[src/rtl/viewport_fit_calculator_defines.svh]
// Assertion macros used by the viewport fit calculator top-level RTL.
// No dependencies.
`ifndef VIEWPORT_FIT_CALCULATOR_DEFINES_SVH
`define VIEWPORT_FIT_CALCULATOR_DEFINES_SVH

// Same-cycle implication, disabled during reset.
`define VFC_ASSERT_NOW(label, clk, rst, ante, cons, msg) \
   label: assert property (@(posedge clk) disable iff (rst) (ante) |-> (cons)) \
      else $error(msg);

// Next-cycle implication, checked during reset too.
`define VFC_ASSERT_NEXT(label, clk, ante, cons, msg) \
   label: assert property (@(posedge clk) (ante) |=> (cons)) else $error(msg);

`endif

[src/rtl/vfc_pkg.sv]
// Types and constants for the viewport fit calculator.
// No dependencies.
package vfc_pkg;

   localparam int DIM_W = 14;
   localparam int OFS_W = DIM_W - 1;
   localparam int CMD_W = 2;

   localparam logic [CMD_W-1:0] CMD_FILL    = 2'd0;
   localparam logic [CMD_W-1:0] CMD_ASPECT  = 2'd1;
   localparam logic [CMD_W-1:0] CMD_INTEGER = 2'd2;

   typedef struct packed {
      logic [CMD_W-1:0] command;
      logic [DIM_W-1:0] src_width;
      logic [DIM_W-1:0] src_height;
      logic [DIM_W-1:0] dst_width;
      logic [DIM_W-1:0] dst_height;
   } req_type;

   typedef struct packed {
      logic [OFS_W-1:0] rect_x;
      logic [OFS_W-1:0] rect_y;
      logic [DIM_W-1:0] rect_w;
      logic [DIM_W-1:0] rect_h;
      logic             size_error;
   } rsp_type;

   // Per-request sideband that rides alongside the dividers.
   typedef struct packed {
      logic             fit_aspect;
      logic             fit_integer;
      logic             err;
      logic [DIM_W-1:0] sw;
      logic [DIM_W-1:0] sh;
      logic [DIM_W-1:0] dw;
      logic [DIM_W-1:0] dh;
   } side_type;

endpackage

[src/rtl/vfc_div.sv]
// Pipelined restoring divider, one quotient bit per stage, quotient limited
// to DIM_BITS bits with an overflow flag. Depends on vfc_pkg.
module vfc_div import vfc_pkg::*; #(
   parameter int DIM_BITS = DIM_W
) (
   input  logic                    clock,
   input  logic                    en,
   input  logic [2*DIM_BITS-1:0]   num,
   input  logic [DIM_BITS-1:0]     den,
   output logic [DIM_BITS-1:0]     quot,
   output logic                    ovf
);

   localparam int NW = 2 * DIM_BITS;

   logic [NW-1:0]       rem_ff  [0:DIM_BITS];
   logic [DIM_BITS-1:0] den_ff  [0:DIM_BITS];
   logic [DIM_BITS-1:0] q_ff    [0:DIM_BITS];
   logic                ovf_ff  [0:DIM_BITS];

   // Entry stage: quotient overflows when num >= den * 2^DIM_BITS.
   always_ff @(posedge clock) begin
      if (en) begin
         rem_ff[0] <= num;
         den_ff[0] <= den;
         q_ff[0]   <= '0;
         ovf_ff[0] <= (num >= {den, {DIM_BITS{1'b0}}});
      end
   end

   for (genvar i = 1; i <= DIM_BITS; i++) begin : g_stage
      localparam int B = DIM_BITS - i;
      logic [NW-1:0]       shd;
      logic                take;
      logic [DIM_BITS-1:0] q_in;

      assign shd  = NW'({den_ff[i-1]} << B);
      assign take = rem_ff[i-1] >= shd;

      always_comb begin
         q_in    = q_ff[i-1];
         q_in[B] = take;
      end

      always_ff @(posedge clock) begin
         if (en) begin
            rem_ff[i] <= take ? rem_ff[i-1] - shd : rem_ff[i-1];
            den_ff[i] <= den_ff[i-1];
            q_ff[i]   <= q_in;
            ovf_ff[i] <= ovf_ff[i-1];
         end
      end
   end

   assign quot = q_ff[DIM_BITS];
   assign ovf  = ovf_ff[DIM_BITS];

endmodule

[config.mk]
export PLATFORM = sky130hd
export DESIGN_NAME = vfc_div
export DESIGN_NICKNAME = d
export VERILOG_FILES = /design/src/rtl/viewport_fit_calculator_defines.svh /design/src/rtl/vfc_pkg.sv /design/src/rtl/vfc_div.sv
export SDC_FILE = /design/constraint.sdc
export NUM_CORES = 1
export LEC_CHECK = 0
export BUFFER_PORTS_ARGS = -buffer_cell sky130_fd_sc_hd__buf_2
export CAP_MARGIN = 0
export CORE_MARGIN = 4
export CORE_UTILIZATION = 41
export DETAILED_ROUTE_END_ITERATION = 8
export GPL_ROUTABILITY_DRIVEN = 0
export PLACE_DENSITY = 0.6
export SYNTH_ARGS = -nofsm -noshare
export SYNTH_HDL_FRONTEND = slang
export SYNTH_SLANG_ARGS = --single-unit
export TNS_END_PERCENT = 10
[constraint.sdc]
create_clock -name clock -period 4 [get_ports clock]
set_input_delay 0 -clock clock [delete_from_list [all_inputs] [get_ports clock]]
set_output_delay 0 -clock clock [all_outputs]
set_load 0.05 [all_outputs]
==> out/metrics.csv, run 1 <==
stage,metric,value,unit
run_status,outcome,"finished, final reports clean",
placement,HPWL Detailed,51500,µm
synth,Syn Area/Cell,12.3,µm²
min_path,Min-Delay Startpoint,num[1],
clocking,clk buf depth,3,
synth,Yosys reg bits,708,
worst_setup_path,reg2reg start,rem_ff[0][125],
clocking,CTS sink count,708,
synth,Mapped Area,35600,µm²
global_routing,vias in the first global route,24200,
timing,Rel. slew slack,33.5,%
die,number of cell rows,107,
worst_setup_path,Worst Path Max Fanout,24,
routing,post-route ant nets,0,
power,Lkg Pwr,15.3,nW
global_routing,GRT overflow,0,
synth,Post-synth EDFFs,708,
die,Die Area,91600,µm²
timing,worst-margin pin slew,0.985,ns
synth,ys flop type,edfxtp_1,
timing,Max Fclk,291,MHz
clocking,clock-pin slew on the worst setup and hold paths,0.06,ns
die,Initial Utilization,41.5,%
clocking,CTS tree,done,
final_layout,Nets,3350,
clocking,"Setup Fix Bufs, Post-CTS",0,
power,Worst VDD drop,360,µV
worst_setup_path,Crit-path slowest cell,or4_1,
routing,DRT Wirelength,70600,µm
routing,DR vias,22900,
worst_setup_path,RR Endpoint,rem_ff[0][167],
timing,"Hold Vio Cnt, Final",0,
worst_setup_path,"Req. time, crit path",4.38,ns
synth,Synth area leader,edfxtp_1,
timing,period utilization,85.9,%
timing,Final TNS setup,0,ns
timing,minimum clock period,3.44,ns
die,CORE AREA,85700,µm²
worst_setup_path,Reg2Reg Depth,9,
global_routing,gr usage total,15.5,%
global_routing,first-pass GRT wire length,115000,µm
worst_setup_path,Worst Setup End Kind,flip-flop,
routing,wire per inst,16.5,µm
timing,RSZ-0062 raised after global routing,no,
routing,DRT iter0 DRCs,1182,
synth,Post-synth ARST share,0,%
synth,Area contributors post-synth,"edfxtp_1 (60%), ha_1 (7.4%), inv_1 (2.8%), a21oi_1 (2.7%), xnor2_1 (2.6%)",
routing,post-DR vias/cell,5.36,
routing,DR pass1 iterations,5,
min_path,Hold Path Stages,2,
synth,Post-Syn Instances,2901,
worst_setup_path,crit path DAT,3.81,ns
clocking,H-tree levels,3,
die,Die Ht,303,µm
worst_setup_path,Reg2Reg Setup Slack,0.56,ns
synth,syn nets,3168,
final_layout,Synth-to-Final Area Change,13.6,%
min_path,Hold EP,rem_ff[0][1],
die,I/O pin cnt,59,
routing,drt drc,0,
clocking,Skew-Pair Late Insertion Delay,0.63,ns
clocking,CTS buffer count,78,
worst_setup_path,Setup CP Type,flip-flop to flip-flop,
timing,setup violators final,0,
power,P per Cell Area,644,nW/µm²
worst_setup_path,CP max stage delay,0.56,ns
die,die width,303,µm
timing,Layout Skew,0.0243,ns
synth,YS warnings,0,
synth,sequential share of the synthesized area,59.7,%
placement,PortBufs,58,
final_layout,# diodes,0,
worst_setup_path,crit path launch type,flip-flop,
min_path,hold crit path type,input pin to flip-flop,
worst_setup_path,critical path's most frequent cell,or4_1,
synth,top cell type's share of synthesized area,59.7,%
job,Max Cap Viol,0,
timing,Max Slew Vio Count,0,
synth,post-synth cell types,78,
clocking,Root Buffer,clkbuf_16,
placement,Post-Place Cells,4104,
final_layout,post-route insts no fill,4284,
global_routing,largest net degree at the start of global routing,104,
worst_setup_path,crit path cell chain,ha_1 -> nand4_1 -> or4_1 -> o31ai_1 -> nor2_1 -> inv_2 -> nand3b_1 -> or4_1 -> xnor2_1,
final_layout,share of layout cells above drive strength 1,8.79,%
global_routing,initial antenna violation count,0,
## cell usage after synthesis, types with 18 or more instances
master	count
a211oi_1	29
a21o_1	51
a21oi_1	191
a31oi_1	19
clkbuf_1	35
edfxtp_1	708
ha_1	210
inv_1	266
mux2_2	42
nand2_1	183
nand2b_1	40
nand3_1	53
nand4_1	30
nor2_1	196
nor2b_1	33
nor3_1	66
nor4_1	44
o211ai_1	18
o21a_1	31
o21ai_0	159
o31ai_1	22
or3_1	20
xnor2_1	107
xor2_1	103
## through the flow
stage	utilization (%)	area [µm²]	worst slack, ns	hold WS [ns]	power, mW
2_1_floorplan	-	35600	0.907	0.0989	17.0
3_3_place_gp	43.8	37600	0.691	0.192	18.8
3_5_place_dp	43.8	37600	0.580	0.194	19.2
4_1_cts	47.2	40400	0.587	0.0187	26.2
5_1_grt	47.2	40400	0.269	0.0443	27.6
6_report	47.2	40400	0.562	0.0724	26.0
## power breakdown
group	switching, mW	leakage [nW]	internal (mW)
Sequential	0.841	6.82	10.1
Clock	2.93	1.18	3.90
Combinational	4.69	7.29	3.53
## layer usage
metal,wire length [µm],global-route usage [%]
met1,25000,14.6
met3,2400,2.64
met4,4650,9.71
met5,0,0
met2,38600,30.6
## cells in the final DEF, fill, tap and decap left out, drive strengths merged, types with 44 or more instances in the layout
master  synthesis  layout
clkbuf         35      98
nor4           44      44
nor2          196     196
buf             7     101
nand2         183     183
a21o           51      51
nor3           67      67
nand3          53      53
edfxtp        708     708
a21oi         192     192
xor2          103     103
ha            210     210
inv           268     274
o21ai         163     163
xnor2         107     107
## critical path, delay by kind of cell (launching register included)
| kind | cells | cell delay, ns |
|---|---|---|
| compound gates | 1 | 0.37 |
| xor+xnor | 1 | 0.14 |
| fa+ha+maj | 1 | 0.40 |
| buf+inv | 1 | 0.35 |
| flops | 1 | 0.39 |
| simple gates | 5 | 1.52 |
## how the worst max path moves through the flow
stage,slack [ns],depth (start not counted),start,endpoint
after floorplan,0.91,11,rem_ff[1][86],rem_ff[1][130]
after global placement,0.69,12,rem_ff[1][86],rem_ff[1][130]
after detailed placement,0.58,12,rem_ff[1][86],rem_ff[1][130]
after CTS,0.59,12,rem_ff[1][86],rem_ff[1][130]
after global routing,0.27,12,rem_ff[1][86],rem_ff[1][130]
final,0.56,9,rem_ff[0][125],rem_ff[0][167]
## registers in the layout, indices dropped and copies added, names as in the netlist
register	cells
rem_ff	392
ovf_ff	15
den_ff	196
q_ff	105
## logic make-up after synthesis
logic type / share of synthesized area (%)
simple gates: 10.9
flops: 59.7
compound gates: 11.2
buf+inv: 3.34
fa+ha+maj: 8.12
xor+xnor: 5.17
mux: 1.54
## layout make-up
cell class | count | area, µm²
timing repair buffer | 144 | 1140
tap | 1144 | 1430
fill | 7461 | 45300
multi-input combinational | 1883 | 13200
inverter | 268 | 1010
clock buffer | 98 | 2030
clock inverter | 39 | 402
sequential | 708 | 21300
## repair_timing
action,4_1_cts,5_1_grt
hold buffers,43,0
resized for setup,0,0
endpoints found under the hold margin,126,0
Power figures use the tool's default switching activity.
==> run 2: changes to the inputs <==
--- a/config.mk
+++ b/config.mk
@@ -7,6 +7,7 @@
 export LEC_CHECK = 0
 export BUFFER_PORTS_ARGS = -buffer_cell sky130_fd_sc_hd__buf_2
 export CAP_MARGIN = 0
+export CORE_ASPECT_RATIO = 1.1
 export CORE_MARGIN = 4
 export CORE_UTILIZATION = 41
 export DETAILED_ROUTE_END_ITERATION = 8
==> out/metrics.csv, run 2 (synthesis gave the netlist of run 1 again) <==
stage,metric,value,unit,change
run_status,outcome,"finished, final reports clean",,
power,Int Power,17.7,mW,+0.76%
clocking,clock-pin slew on the worst setup and hold paths,0.06,ns,about the same
final_layout,Synth-to-Final Area Change,13.9,%,
power,Net Sw Frac,32.3,%,-0.23 points
clocking,CTS sink count,708,,unchanged
timing,RSZ-0062 raised after global routing,no,,
routing,post-DR vias/cell,5.33,,-0.51%
final_layout,Biggest register,rem_ff,,
min_path,Min-Delay Startpoint,num[19],,
die,Die Area,91600,µm²,about the same
timing,worst-margin pin slew,1.16,ns,+0.171 ns
job,Max Cap Viol,0,,unchanged
clocking,Root Buffer,clkbuf_16,,
final_layout,biggest regs,"rem_ff (392), den_ff (196), q_ff (105)",,
clocking,"Setup Fix Bufs, Post-CTS",0,,unchanged
placement,PortBufs,58,,unchanged
final_layout,FILL cells,7552,,+1.2%
die,number of cell rows,113,,+5.6%
final_layout,# diodes,0,,unchanged
power,P per Cell Area,645,nW/µm²,+0.20%
worst_setup_path,crit path launch type,flip-flop,,
routing,DR vias,22900,,-0.044%
final_layout,Largest register FFs,392,,unchanged
placement,HPWL Detailed,52200,µm,+1.4%
routing,wire per inst,16.6,µm,+0.44%
timing,Rel. slew slack,22.2,%,-11 points
timing,minimum clock period,3.41,ns,-0.0300 ns
routing,DRT Wirelength,71300,µm,+0.90%
global_routing,first-pass GRT wire length,116000,µm,+0.18%
timing,period utilization,85.2,%,-0.75 points
final_layout,Nets,3354,,+0.12%
worst_setup_path,Worst Path Max Fanout,24,,unchanged
worst_setup_path,Worst Setup End Kind,flip-flop,,
power,Lkg Pwr,15.3,nW,+0.30%
clocking,Resized cells post-CTS,0,,unchanged
power,share of total power in sequential cells,41.9,%,-0.3 points
timing,Layout Skew,0.0184,ns,-0.00588 ns
worst_setup_path,crit path DAT,3.78,ns,-0.03 ns
routing,DR pass1 iterations,5,,unchanged
final_layout,"most common cell after layout, fill and taps aside",edfxtp_1,,
global_routing,gr usage total,15.6,%,+0.090 points
min_path,hold crit path type,input pin to flip-flop,,
timing,setup violators final,0,,unchanged
die,CORE AREA,86200,µm²,+0.66%
timing,Final TNS setup,0,ns,unchanged
clocking,CTS tree,done,,
die,Die Ht,317,µm,+4.8%
power,Worst VDD drop,372,µV,+3.1%
die,die width,289,µm,-4.5%
timing,Max Slew Vio Count,0,,unchanged
timing,"Hold Vio Cnt, Final",0,,unchanged
clocking,H-tree levels,3,,unchanged
worst_setup_path,Setup CP Type,flip-flop to flip-flop,,
timing,Max Fclk,293,MHz,+0.88%
routing,drt drc,0,,unchanged
clocking,clk buf depth,3,,unchanged
routing,DRT iter0 DRCs,1323,,+12%
global_routing,vias in the first global route,24100,,-0.52%
routing,post-route ant nets,0,,unchanged
power,Clk network pwr share,26.5,%,+0.3 points
global_routing,initial antenna violation count,0,,unchanged
die,Initial Utilization,41.3,%,-0.27 points
final_layout,fin util,47.0,%,-0.20 points
die,I/O pin cnt,59,,unchanged
power,combinational power share,31.6,%,about the same
final_layout,Multi-input gate area,13200,µm²,unchanged
power,Psw,8.44,mW,-0.28%
final_layout,Sequential cell area,21300,µm²,unchanged
clocking,CTS buffer count,79,,+1.3%
final_layout,share of layout cells above drive strength 1,9.07,%,+0.28 points
worst_setup_path,reg2reg start,rem_ff[0][129],,
global_routing,largest net degree at the start of global routing,109,,+4.8%
worst_setup_path,"Req. time, crit path",4.37,ns,about the same
clocking,Skew-Pair Late Insertion Delay,0.63,ns,about the same
worst_setup_path,worst setup path startpoint,rem_ff[0][129],,
global_routing,GRT overflow,0,,unchanged
final_layout,most frequent cells in the layout,"edfxtp_1 (708), inv_1 (266), ha_1 (210), nor2_1 (196), a21oi_1 (190)",,
run 2: power groups by stage:
stage | Clock (mW) | Combinational, mW | Sequential (mW)
after floorplan | 0 | 6.15 | 10.8
after global placement | 0 | 7.78 | 11.0
after detailed placement | 0 | 8.09 | 11.1
after CTS | 7.16 | 8.17 | 10.9
after global routing | 7.48 | 9.14 | 11.1
final | 6.93 | 8.25 | 11.0
run 2: layer usage:
layer,up-vias,routed length [µm],track usage (%)
met3,270,2450,2.47
met1,10900,23800,13.9
met4,0,4660,9.71
li1,11200,-,-
met5,-,0,0
met2,587,40400,31.8
run 2: per-stage QoR:
stage	instance area [µm²]	hold slack, ns	setup slack, ns	power (mW)	instances
after floorplan	35600	0.0989	0.907	17.0	2901
after global placement	37600	0.193	0.696	18.8	4113
after detailed placement	37600	0.194	0.648	19.2	4113
after CTS	40500	0.0408	0.631	26.3	4304
after global routing	40500	0.0694	0.403	27.7	4304
final	40500	0.0983	0.592	26.1	4304
run 2: path summary, 6_finish.rpt:
kind | endpoint | slack (ns) | cells past startpoint
setup / recovery | rem_ff[0][167] | 0.59 | 9
hold / removal | rem_ff[0][19] | 0.1 | 2
hold reg to reg | q_ff[4][22] | 0.41 | 0
setup reg to reg | rem_ff[0][167] | 0.59 | 9
run 2: timing repair:
action,4_1_cts,5_1_grt
endpoints found under the hold margin,62,0
hold buffers,43,0
endpoints found under the setup margin,0,0
run 2: layout make-up:
class / count / share of cell area [%]
inverters: 268 / 2.48
repair buffers: 147 / 2.87
well taps: 1150 / 3.55
flip-flops and latches: 708 / 52.5
clock inverters: 51 / 1.04
multi-input cells: 1883 / 32.5
clock buffers: 97 / 5.10
run 2: worst max-delay path, cell delays in order, from the launching register on:
cell and delay (ns):
edfxtp_1 0.39, ha_1 0.41, nand2_1 0.11, or4_1 0.54, o31ai_1 0.37, nor2_1 0.14, inv_2 0.37, nand3b_1 0.19
or4_1 0.51, xnor2_1 0.14
==> run 3: changes to the inputs <==
--- a/config.mk
+++ b/config.mk
@@ -10,9 +10,9 @@
 export CORE_ASPECT_RATIO = 1.1
 export CORE_MARGIN = 4
 export CORE_UTILIZATION = 41
+export CTS_BUF_LIST = sky130_fd_sc_hd__clkbuf_2
 export DETAILED_ROUTE_END_ITERATION = 8
 export GPL_ROUTABILITY_DRIVEN = 0
-export PLACE_DENSITY = 0.6
 export SYNTH_ARGS = -nofsm -noshare
 export SYNTH_HDL_FRONTEND = slang
 export SYNTH_SLANG_ARGS = --single-unit
==> out/metrics.csv, run 3 (synthesis gave the netlist of run 1 again) <==
stage,metric,value,unit,change
run_status,outcome,"finished, final reports clean",,
routing,DRT iter0 DRCs,1380,,+4.3%
die,Initial Utilization,41.3,%,unchanged
routing,post-DR vias/cell,5.24,,-1.7%
global_routing,gr usage total,16.3,%,+0.71 points
routing,met2 WL,42000,µm,+4.0%
clocking,clock-pin slew on the worst setup and hold paths,0.09,ns,+0.03 ns
final_layout,Nets,3546,,+5.7%
timing,Final TNS setup,0,ns,unchanged
timing,"Hold Vio Cnt, Final",0,,unchanged
worst_setup_path,reg2reg start,rem_ff[0][132],,
routing,DRT met1 WL,25000,µm,+5.0%
die,CORE AREA,86200,µm²,unchanged
final_layout,share of layout cells above drive strength 1,13.4,%,+4.4 points
timing,RSZ-0062 raised after global routing,no,,
timing,minimum clock period,3.41,ns,+0.00605 ns
global_routing,largest net degree at the start of global routing,99,,-9.2%
worst_setup_path,crit path DAT,4.51,ns,+0.73 ns
power,P per Cell Area,598,nW/µm²,-7.3%
clocking,CTS tree,done,,
die,Die Area,91600,µm²,unchanged
clocking,H-tree levels,4,,+1
routing,wire per inst,16.3,µm,-1.8%
placement,Post-Place Cells,4113,,unchanged
power,Worst VDD drop,295,µV,-21%
routing,DR vias,23900,,+4.3%
die,number of cell rows,113,,unchanged
min_path,Min-Delay Startpoint,q_ff[5][17],,
timing,period utilization,85.3,%,+0.15 points
worst_setup_path,Crit-path slowest cell,or4_1,,
worst_setup_path,Worst Path Max Fanout,24,,unchanged
timing,setup violators final,0,,unchanged
worst_setup_path,critical path's most frequent cell,or4_1,,
worst_setup_path,Worst Setup End Kind,flip-flop,,
timing,Layout Skew,0.0896,ns,+0.0711 ns
routing,DR pass1 iterations,6,,+1
timing,Rel. slew slack,26.8,%,+4.5 points
global_routing,vias in the first global route,25600,,+6.1%
job,Max Cap Viol,0,,unchanged
timing,Max Slew Vio Count,0,,unchanged
routing,drt drc,0,,unchanged
min_path,hold crit path type,flip-flop to flip-flop,,
placement,DP Area,37600,µm²,unchanged
final_layout,biggest regs,"rem_ff (392), den_ff (196), q_ff (105)",,
clocking,CTS sink count,708,,unchanged
die,die width,289,µm,unchanged
worst_setup_path,crit path launch type,flip-flop,,
worst_setup_path,Top delay family on crit path,simple AND/OR/NAND/NOR gates,,
global_routing,initial antenna violation count,2,,+2
timing,Hold Worst Slack,0.410,ns,+0.312 ns
worst_setup_path,worst path bufs/invs,1,,unchanged
clocking,Root Buffer,clkbuf_2,,
power,Final Total Pwr,24.3,mW,-7.1%
final_layout,"most common cell after layout, fill and taps aside",edfxtp_1,,
clocking,CTS buffer count,185,,+130%
timing,worst-margin pin slew,1.09,ns,-0.0673 ns
final_layout,Biggest register,rem_ff,,
clocking,clk buf depth,3,,unchanged
placement,HPWL Detailed,52200,µm,unchanged
worst_setup_path,crit path cell chain,ha_1 -> nand2_1 -> or4_1 -> o31ai_1 -> nor2_1 -> inv_2 -> nand3b_1 -> or4_1 -> xnor2_1,,
final_layout,post-route cell area,40600,µm²,+0.22%
worst_setup_path,"Req. time, crit path",5.09,ns,+0.72 ns
global_routing,GRT overflow,0,,unchanged
worst_setup_path,CP max stage delay,0.52,ns,-0.02 ns
routing,post-route ant nets,0,,unchanged
final_layout,post-route insts no fill,4567,,+6.1%
timing,Max Fclk,293,MHz,-0.18%
global_routing,first-pass GRT wire length,120000,µm,+3.9%
routing,DR top layer,met4,,
routing,DRT Wirelength,74300,µm,+4.2%
clocking,Skew-Pair Late Insertion Delay,1.33,ns,+0.70 ns
routing,met3 wire len,2860,µm,+17%
placement,PortBufs,58,,unchanged
worst_setup_path,Setup CP Type,flip-flop to flip-flop,,
final_layout,most frequent cells in the layout,"edfxtp_1 (708), inv_1 (266), clkbuf_2 (264), ha_1 (210), nor2_1 (196)",,
placement,dpl ws,0.648,ns,unchanged
worst_setup_path,worst setup path startpoint,rem_ff[0][132],,
clocking,"Setup Fix Bufs, Post-CTS",0,,unchanged
timing,final worst slack,0.586,ns,-0.00605 ns
die,I/O pin cnt,59,,unchanged
power,Lkg Pwr,15.8,nW,+2.7%
die,Die Ht,317,µm,unchanged
final_layout,Largest register FFs,392,,unchanged
final_layout,fin util,47.1,%,+0.10 points
final_layout,Synth-to-Final Area Change,14.1,%,
-- run 3: cell count changes in the layout (fill, tap and decap cells not counted) --
| cell | delta |
|---|---|
| clkinv_8 | -3 |
| inv_6 | +3 |
| buf_16 | +1 |
| dlygate4sd3_1 | +85 |
| inv_16 | -1 |
| bufinv_16 | -2 |
| clkinv_1 | +19 |
| clkbuf_16 | -80 |
| clkbuf_2 | +264 |
| diode_2 | +3 |
| clkinv_2 | -13 |
| clkbuf_1 | -17 |
| inv_8 | +4 |
-- run 3: repair_timing --
action | CTS | global route
resized for setup | 0 | 0
hold buffers | 129 | 0
endpoints found under the hold margin | 751 | 0
-- run 3: path summary, 6_finish.rpt --
check	endpoint	slack, ns	depth (start not counted)
min	q_ff[6][3]	0.41	0
max reg2reg	rem_ff[0][167]	0.59	9
min reg2reg	q_ff[6][3]	0.41	0
max	rem_ff[0][167]	0.59	9
-- run 3: final cells by class --
cell class                      count  area [µm²]
Fill cell                        7692       45600
Timing Repair Buffer              233        2040
Clock inverter                     58         372
Antenna cell                        3        7.51
Clock buffer                      264        1320
Sequential cell                   708       21300
Inverter                          268        1010
Multi-Input combinational cell   1883       13200
Tap cell                         1150        1440
-- run 3: power by group --
group / leakage [nW] / internal (mW) / switching (mW) / total (mW)
Combinational: 7.67 / 3.60 / 4.72 / 8.32
Clock: 1.26 / 2.02 / 2.99 / 5.01
Sequential: 6.82 / 10.1 / 0.841 / 10.9
-- run 3: layer usage --
| metal | vias to the layer above | GRT usage (%) |
|---|---|---|
| met3 | 294 | 3.15 |
| met5 | - | 0 |
| met1 | 11300 | 14.2 |
| met4 | 0 | 11.0 |
| li1 | 11700 | - |
| met2 | 623 | 32.8 |
